$ cat src/hdl/pdmcic_pkg.sv
// Shared constants and types for the PDM CIC5 decimate-by-16 core.
package pdmcic_pkg;

  // Filter structure
  localparam int STAGES        = 5;
  localparam int WORD_BITS     = 16;
  localparam int SAMPLE_W      = 16;
  localparam int SHIFT_W       = 4;
  localparam int ACC_WIDTH_DEF = 22;

  // Reset value of the output shift register
  localparam logic [SHIFT_W-1:0] SHIFT_RESET = 4'd3;

  // Queue depths (powers of two)
  localparam int IN_DEPTH  = 2;
  localparam int OUT_DEPTH = 4;

  // One result item
  typedef struct packed {
    logic                       overflow;
    logic signed [SAMPLE_W-1:0] sample;
  } out_item_t;

endpackage

$ cat src/hdl/pdmcic_fifo.sv
// Small register-based FIFO with valid/ready style status.
module pdmcic_fifo
  import pdmcic_pkg::*;
#(
  parameter int W     = 16,
  parameter int DEPTH = 2
) (
  input  logic         clk,
  input  logic         rst,
  input  logic         push,
  input  logic [W-1:0] din,
  output logic         full,
  input  logic         pop,
  output logic [W-1:0] dout,
  output logic         nonempty
);

  localparam int AW = (DEPTH > 1) ? $clog2(DEPTH) : 1;

  logic [W-1:0] mem [DEPTH];
  logic [AW:0]  wr_ptr;
  logic [AW:0]  rd_ptr;

  assign nonempty = (wr_ptr != rd_ptr);
  assign full     = (wr_ptr[AW] != rd_ptr[AW]) && (wr_ptr[AW-1:0] == rd_ptr[AW-1:0]);
  assign dout     = mem[rd_ptr[AW-1:0]];

  // Storage, no reset needed
  always_ff @(posedge clk) begin
    if (push && !full) begin
      mem[wr_ptr[AW-1:0]] <= din;
    end
  end

  // Pointers
  always_ff @(posedge clk) begin
    if (rst) begin
      wr_ptr <= '0;
      rd_ptr <= '0;
    end else begin
      if (push && !full) begin
        wr_ptr <= wr_ptr + 1'b1;
      end
      if (pop && nonempty) begin
        rd_ptr <= rd_ptr + 1'b1;
      end
    end
  end

endmodule

$ cat src/hdl/pdmcic_integ.sv
// Bit-serial front of the filter: word unpacking and skewed integrator cascade.
module pdmcic_integ
  import pdmcic_pkg::*;
#(
  parameter int ACC_WIDTH = ACC_WIDTH_DEF
) (
  input  logic                 clk,
  input  logic                 rst,
  input  logic                 word_valid,
  input  logic [WORD_BITS-1:0] word,
  input  logic                 credit_ok,
  output logic                 word_pop,
  output logic                 res_valid,
  output logic [ACC_WIDTH-1:0] res_value
);

  localparam int CNT_W = $clog2(WORD_BITS);

  logic                 busy;
  logic [CNT_W-1:0]     cnt;
  logic [WORD_BITS-1:0] shreg;
  logic                 last_bit;
  logic                 load;

  // Per-stage accumulators and tags: stage k holds its value for bit (t - k)
  logic [ACC_WIDTH-1:0] acc [STAGES];
  logic [STAGES-1:0]    vld;
  logic [STAGES-1:0]    lst;

  assign last_bit = busy && (cnt == CNT_W'(WORD_BITS - 1));
  assign load     = word_valid && credit_ok && (!busy || last_bit);
  assign word_pop = load;

  // Bit sequencer: one PDM bit per cycle, MSB first, next word back to back when one is queued and credit allows
  always_ff @(posedge clk) begin
    if (rst) begin
      busy <= 1'b0;
      cnt  <= '0;
    end else if (load) begin
      busy <= 1'b1;
      cnt  <= '0;
    end else if (busy) begin
      busy <= !last_bit;
      cnt  <= cnt + 1'b1;
    end
  end

  always_ff @(posedge clk) begin
    if (load) begin
      shreg <= word;
    end else if (busy) begin
      shreg <= {shreg[WORD_BITS-2:0], 1'b0};
    end
  end

  // First integrator: +1 for a one, -1 for a zero
  always_ff @(posedge clk) begin
    if (rst) begin
      acc[0] <= '0;
      vld[0] <= 1'b0;
      lst[0] <= 1'b0;
    end else begin
      vld[0] <= busy;
      lst[0] <= last_bit;
      if (busy) begin
        acc[0] <= acc[0] + (shreg[WORD_BITS-1] ? ACC_WIDTH'(1) : {ACC_WIDTH{1'b1}});
      end
    end
  end

  // Later integrators add the previous stage's value in the cycle after that stage updates it
  for (genvar k = 1; k < STAGES; k++) begin : g_stage
    always_ff @(posedge clk) begin
      if (rst) begin
        acc[k] <= '0;
        vld[k] <= 1'b0;
        lst[k] <= 1'b0;
      end else begin
        vld[k] <= vld[k-1];
        lst[k] <= vld[k-1] && lst[k-1];
        if (vld[k-1]) begin
          acc[k] <= acc[k] + acc[k-1];
        end
      end
    end
  end

  // Last integrator after the word's final bit
  assign res_valid = vld[STAGES-1] && lst[STAGES-1];
  assign res_value = acc[STAGES-1];

endmodule

$ cat src/hdl/pdmcic_comb.sv
// Back of the filter: sequential comb section, output shift and range check.
module pdmcic_comb
  import pdmcic_pkg::*;
#(
  parameter int ACC_WIDTH = ACC_WIDTH_DEF
) (
  input  logic                 clk,
  input  logic                 rst,
  input  logic                 cfg_wr_en,
  input  logic [SHIFT_W-1:0]   cfg_wr_data,
  input  logic                 in_valid,
  input  logic [ACC_WIDTH-1:0] in_value,
  output logic                 item_valid,
  output out_item_t            item
);

  localparam int IDX_W = $clog2(STAGES);

  logic [SHIFT_W-1:0]   output_shift;
  logic [ACC_WIDTH-1:0] dly [STAGES];
  logic [ACC_WIDTH-1:0] v;
  logic [IDX_W-1:0]     idx;
  logic                 busy;
  logic                 fin;
  logic [ACC_WIDTH-1:0] diff;
  logic signed [ACC_WIDTH-1:0] sh;
  logic [ACC_WIDTH-SAMPLE_W:0] hi;

  // Shift register
  always_ff @(posedge clk) begin
    if (rst) begin
      output_shift <= SHIFT_RESET;
    end else if (cfg_wr_en) begin
      output_shift <= cfg_wr_data;
    end
  end

  assign diff = v - dly[idx];

  // Comb sequencer: one differencer per cycle; the output shift acts combinationally on the final difference
  always_ff @(posedge clk) begin
    if (rst) begin
      busy <= 1'b0;
      fin  <= 1'b0;
      idx  <= '0;
      for (int i = 0; i < STAGES; i++) begin
        dly[i] <= '0;
      end
    end else begin
      fin <= 1'b0;
      if (in_valid) begin
        busy <= 1'b1;
        idx  <= '0;
      end else if (busy) begin
        dly[idx] <= v;
        if (idx == IDX_W'(STAGES - 1)) begin
          busy <= 1'b0;
          fin  <= 1'b1;
        end else begin
          idx <= idx + 1'b1;
        end
      end
    end
  end

  always_ff @(posedge clk) begin
    if (in_valid) begin
      v <= in_value;
    end else if (busy) begin
      v <= diff;
    end
  end

  // Arithmetic shift, keep low bits, flag values outside 16-bit range
  assign sh = $signed(v) >>> output_shift;
  assign hi = sh[ACC_WIDTH-1:SAMPLE_W-1];

  assign item_valid    = fin;
  assign item.sample   = sh[SAMPLE_W-1:0];
  assign item.overflow = !((hi == '0) || (hi == '1));

endmodule

$ cat src/hdl/pdm_cic5_decimator_by16_core.sv
// Top level of the fifth-order CIC PDM decimator (decimate by 16).
//
//  channel  | handshake            | payload
//  ---------+----------------------+----------------------------------
//  input    | in_valid / in_ready  | pdm_word[15:0]
//  output   | out_valid/ out_ready | sample[15:0] (signed), overflow
//  config   | cfg_wr_en            | cfg_wr_data[3:0] (output shift)
//
// The integrator cascade takes one PDM bit per cycle; the next queued word starts
// on the last bit of the one before when the output credit allows.
// Synchronous reset clears all integrators, comb delays and queues and sets
// the output shift to 3. Input items queue two deep; up to four results wait
// at the output while the downstream stalls before the input side holds off.
module pdm_cic5_decimator_by16_core
  import pdmcic_pkg::*;
#(
  parameter int ACC_WIDTH = ACC_WIDTH_DEF
) (
  input  logic                       clk,
  input  logic                       rst,
  input  logic                       in_valid,
  output logic                       in_ready,
  input  logic [WORD_BITS-1:0]       pdm_word,
  output logic                       out_valid,
  input  logic                       out_ready,
  output logic signed [SAMPLE_W-1:0] sample,
  output logic                       overflow,
  input  logic                       cfg_wr_en,
  input  logic [SHIFT_W-1:0]         cfg_wr_data
);

  localparam int CW = $clog2(OUT_DEPTH + 1);

  logic                 in_full;
  logic                 word_valid;
  logic [WORD_BITS-1:0] word;
  logic                 word_pop;
  logic                 credit_ok;
  logic                 int_valid;
  logic [ACC_WIDTH-1:0] int_value;
  logic                 item_valid;
  out_item_t            item;
  out_item_t            out_item;
  logic                 out_full;
  logic [CW-1:0]        in_flight;
  logic                 out_take;

  // Input queue
  assign in_ready = !in_full;

  pdmcic_fifo #(
    .W     (WORD_BITS),
    .DEPTH (IN_DEPTH)
  ) u_in_q (
    .clk      (clk),
    .rst      (rst),
    .push     (in_valid),
    .din      (pdm_word),
    .full     (in_full),
    .pop      (word_pop),
    .dout     (word),
    .nonempty (word_valid)
  );

  // Words started but not yet delivered; bounds the output queue
  assign out_take  = out_valid && out_ready;
  assign credit_ok = (in_flight < CW'(OUT_DEPTH));

  always_ff @(posedge clk) begin
    if (rst) begin
      in_flight <= '0;
    end else begin
      case ({word_pop, out_take})
        2'b10:   in_flight <= in_flight + 1'b1;
        2'b01:   in_flight <= in_flight - 1'b1;
        default: in_flight <= in_flight;
      endcase
    end
  end

  // Integrators
  pdmcic_integ #(
    .ACC_WIDTH (ACC_WIDTH)
  ) u_integ (
    .clk        (clk),
    .rst        (rst),
    .word_valid (word_valid),
    .word       (word),
    .credit_ok  (credit_ok),
    .word_pop   (word_pop),
    .res_valid  (int_valid),
    .res_value  (int_value)
  );

  // Combs and output scaling
  pdmcic_comb #(
    .ACC_WIDTH (ACC_WIDTH)
  ) u_comb (
    .clk         (clk),
    .rst         (rst),
    .cfg_wr_en   (cfg_wr_en),
    .cfg_wr_data (cfg_wr_data),
    .in_valid    (int_valid),
    .in_value    (int_value),
    .item_valid  (item_valid),
    .item        (item)
  );

  // Output queue; never full on push thanks to the credit count
  pdmcic_fifo #(
    .W     ($bits(out_item_t)),
    .DEPTH (OUT_DEPTH)
  ) u_out_q (
    .clk      (clk),
    .rst      (rst),
    .push     (item_valid),
    .din      (item),
    .full     (out_full),
    .pop      (out_ready),
    .dout     (out_item),
    .nonempty (out_valid)
  );

  assign sample   = out_item.sample;
  assign overflow = out_item.overflow && !out_full | out_item.overflow;

endmodule

$ cat config.mk
export PLATFORM = sky130hd
export DESIGN_NAME = pdm_cic5_decimator_by16_core
export DESIGN_NICKNAME = d
export VERILOG_FILES = /design/src/hdl/pdmcic_pkg.sv /design/src/hdl/pdmcic_fifo.sv /design/src/hdl/pdmcic_integ.sv /design/src/hdl/pdmcic_comb.sv /design/src/hdl/pdm_cic5_decimator_by16_core.sv
export SDC_FILE = /design/constraint.sdc
export NUM_CORES = 1
export LEC_CHECK = 0
export BUFFER_PORTS_ARGS = -buffer_cell sky130_fd_sc_hd__buf_2
export CAP_MARGIN = 15
export CORE_MARGIN = 2
export CORE_UTILIZATION = 64
export CTS_CLUSTER_SIZE = 14
export DETAILED_ROUTE_END_ITERATION = 6
export PLACE_DENSITY = 0.78
export REMOVE_ABC_BUFFERS = 1
export SETUP_SLACK_MARGIN = 0.4
export SYNTH_ARGS = -nofsm -noshare
export SYNTH_HDL_FRONTEND = slang
export SYNTH_SLANG_ARGS = --single-unit
$ cat constraint.sdc
create_clock -name clk -period 4.2 [get_ports clk]
set_input_delay 0.21 -clock clk [delete_from_list [all_inputs] [get_ports clk]]
set_output_delay 0.21 -clock clk [all_outputs]
set_load 0.02 [all_outputs]
==> flow_summary.ini <==
[clock_network]
root_buffer = clkbuf_16
tritoncts = yes
clk_pin_slew_ns = 0.06
cts.sinks = 467
clk_latency_ns = 0.59
clk_path_buf_depth = 3
post_cts_buffers = 0
htreeDepth = 2
cts_buffers = 49

[global_route]
grt_pass1_vias = 17362
antenna_found_initial = 0
grt_max_degree = 38
grt.overflow.total = 0
track_usage = 0.298
grt_pass1_wl_um = 94700

[worst_setup_path]
cp_max_fo = 6
crit_path_cell_trace = mux4_2 > mux2_2 > ha_1 > fa_1 > nand2b_1 > a21o_1 > and2_1 > o21ai_1 > a31oi_1 > or4_1 > nand3_1
r2r_cells = 11
startpoint_type = register
cpPeakStageDelay_ns = 0.54
reg2reg_slack_ns = 0.55
cp.arrival_ns = 4.10
rr_endpoint = u_comb.v[18]$_DFFE_PP_
cp-end-kind = register
slowest_stage = mux4_2
path_class = reg2reg
cp_data_required_time_ns = 4.65

[routing]
drt_wl_total_um = 59900
wl_per_cell_um = 22.0
drt-initial-drc-count = 1501
first_pass_iters = 5
remaining_drc_errors = 0
vias = 17261
ant_nets = 0
routed_via_density = 6.34

[pwr]
power.switching_mw = 4.30
internal-power_mw = 9.73
switching_share = 0.306
peakVddDrop_v = 0.000522
powerDensity_nw_per_um2 = 501
p_leak_nw = 10.6
pwr-share-seq = 0.421
pwr-share-comb = 0.258
finalPower_mw = 14.0
power.share.clock = 0.320

[yosys]
synth_area_per_cell_sq_um = 12.0
ys_warn_count = 0
ys_seq_elements = 467
synthDistinctLibCells = 81
synthFlopType = edfxtp_1
synth_top_area_frac = 0.504
synth.yosys.seq_area_share = 0.538
netlist_instances = 2109
synth_edf_count = 424
yosys.area.top_type = edfxtp_1
yosysMostFrequentCell = edfxtp_1
syn_area_sq_um = 25300
synth_area_leaders = edfxtp_1, ha_1, mux4_2, dfxtp_1, nor2_1
synthArstFlopShare = 0
synth_common_cells = edfxtp_1, nor2_1, a21oi_1, ha_1, nand2_1

[floorplanning]
die_h_um = 203
rows = 72
start_util = 0.651
dieArea_sq_um = 41100
core_sq_um = 38800
die_x_um = 203
io_pins = 44

[min_path]
hold_path.class = in2reg
hold_depth = 4
min_from = in_valid
hold_end = u_in_q.wr_ptr[0]$_SDFFE_PP0P_

[final_layout]
instances_no_fill = 2721
drive_above_1_share = 0.113
fin_nets = 2330
n_antenna_cell = 0
areaGrowthSynthToFinish_pct = 10.8

[placed_design]
gp_congestion = 0.944
hpwlAfterDp_um = 40000
numPlacedInstances = 2603
port_buffers = 43
dp_slack_ns = 0.584

[sta]
final_max_slew_viol_count = 0
fmax_mhz = 274
setup_viol = 0
final.min_clock_period_ns = 3.65
clock_skew_ns = 0.0258
worstMarginPinSlew_ns = 1.06
rsz0062_at_grt = false
max_slew_margin = 0.292
setup_slack_ns = 0.549
finalCritPeriodShare = 0.869
hold_viol_final = 0

[run_status]
outcome = finished, final reports clean

[job]
maxCapViolCount = 0
==> cell usage in the layout (no fill, tap or decap), drive strengths merged, types with 26 or more instances in the layout <==
master and instances:
dlygate4sd3 26, nand2 124, a211oi 29, ha 135, dfxtp 43, a21oi 142, and2 123, o21ai 76
mux4 63, inv 45, xor2 57, a21o 54, nor2 215, xnor2 50, o21a 27, edfxtp 424
nor3 46, mux2i 68, clkbuf 67, buf 76
==> routing by layer <==
metal  GRT usage  share of wire  up-vias
li1            -              -     8041
met1       0.383           0.40     8419
met2       0.509           0.50      655
met3      0.0464          0.058      146
met4       0.121          0.040        0
met5           0              0        -
==> flip-flops by register name, indices dropped and copies added (netlist names), named ones only <==
register and flops:
u_integ.lst 5, u_comb.item_valid 1, u_out_q.mem 68, u_in_q.rd_ptr 2, u_comb.busy 1, u_out_q.rd_ptr 3
u_integ.acc 110, u_comb.idx 3, u_out_q.wr_ptr 3, u_comb.dly 176, u_in_q.wr_ptr 2, u_in_q.mem 32
u_integ.busy 1, u_integ.vld 5, u_integ.cnt 4, in_flight 3, u_integ.shreg 16, u_comb.v 22
u_comb.output_shift 4
==> critical path, delay by kind of cell, from the launching register on <==
kind	cells	cell delay (ns)
AOI/OAI and AO/OA	3	0.67
muxes	2	0.82
and+or+nand+nor	4	0.92
DFF	1	0.47
adders and majority gates	2	0.64
==> power groups by stage <==
stage	Clock, mW	Combinational, mW	Sequential [mW]
2_1_floorplan	0	2.79	5.86
3_3_place_gp	0	3.40	5.98
3_5_place_dp	0	3.50	6.00
4_1_cts	4.53	3.58	5.91
5_1_grt	4.71	4.05	5.95
6_report	4.49	3.63	5.91
==> what timing repair did <==
action                                  CTS  global route
endpoints found under the setup margin    0             1
hold endpoints to repair                 36             0
hold buffers                             26             0
gates resized for setup                   0             1
==> cell type report <==
cell class / count / area, sq um
flip-flops and latches: 467 / 13600
multi-input cells: 1495 / 11100
fillers: 2587 / 10800
clock buffers: 67 / 1360
repair buffers: 102 / 779
well taps: 518 / 648
clock inverters: 24 / 310
inverters: 48 / 180
==> worst max path at each step <==
stage,slack [ns],depth (start not counted),endpoint,startpoint
finish,0.55,11,u_comb.v[18]$_DFFE_PP_,register
global route,0.41,11,u_comb.v[18]$_DFFE_PP_,register
CTS,0.55,11,u_comb.v[19]$_DFFE_PP_,register
detailed placement,0.58,11,u_comb.v[19]$_DFFE_PP_,register
global placement,0.68,11,u_comb.v[18]$_DFFE_PP_,register
floorplan,-0.76,11,u_comb.v[18]$_DFFE_PP_,register
==> through the flow <==
stage | TNS, ns | utilization | hold slack [ns] | instance area [sq um]
floorplan | -4.76 | - | 0.279 | 24900
global placement | 0 | 0.670 | 0.398 | 26000
detailed placement | 0 | 0.671 | 0.401 | 26000
CTS | 0 | 0.720 | 0.0323 | 28000
global route | 0 | 0.721 | 0.0505 | 28000
finish | 0 | 0.721 | 0.0542 | 28000
==> kinds of logic after synthesis <==
logic type / synth area share
AND/OR/NAND/NOR: 0.126
flip-flops: 0.538
AO/OA/AOI/OAI: 0.117
buffers and inverters: 0.0229
adder cells (fa/ha/maj): 0.0724
multiplexers: 0.0868
XOR/XNOR: 0.0371
No activity file was read; power rests on OpenSTA's default activity.
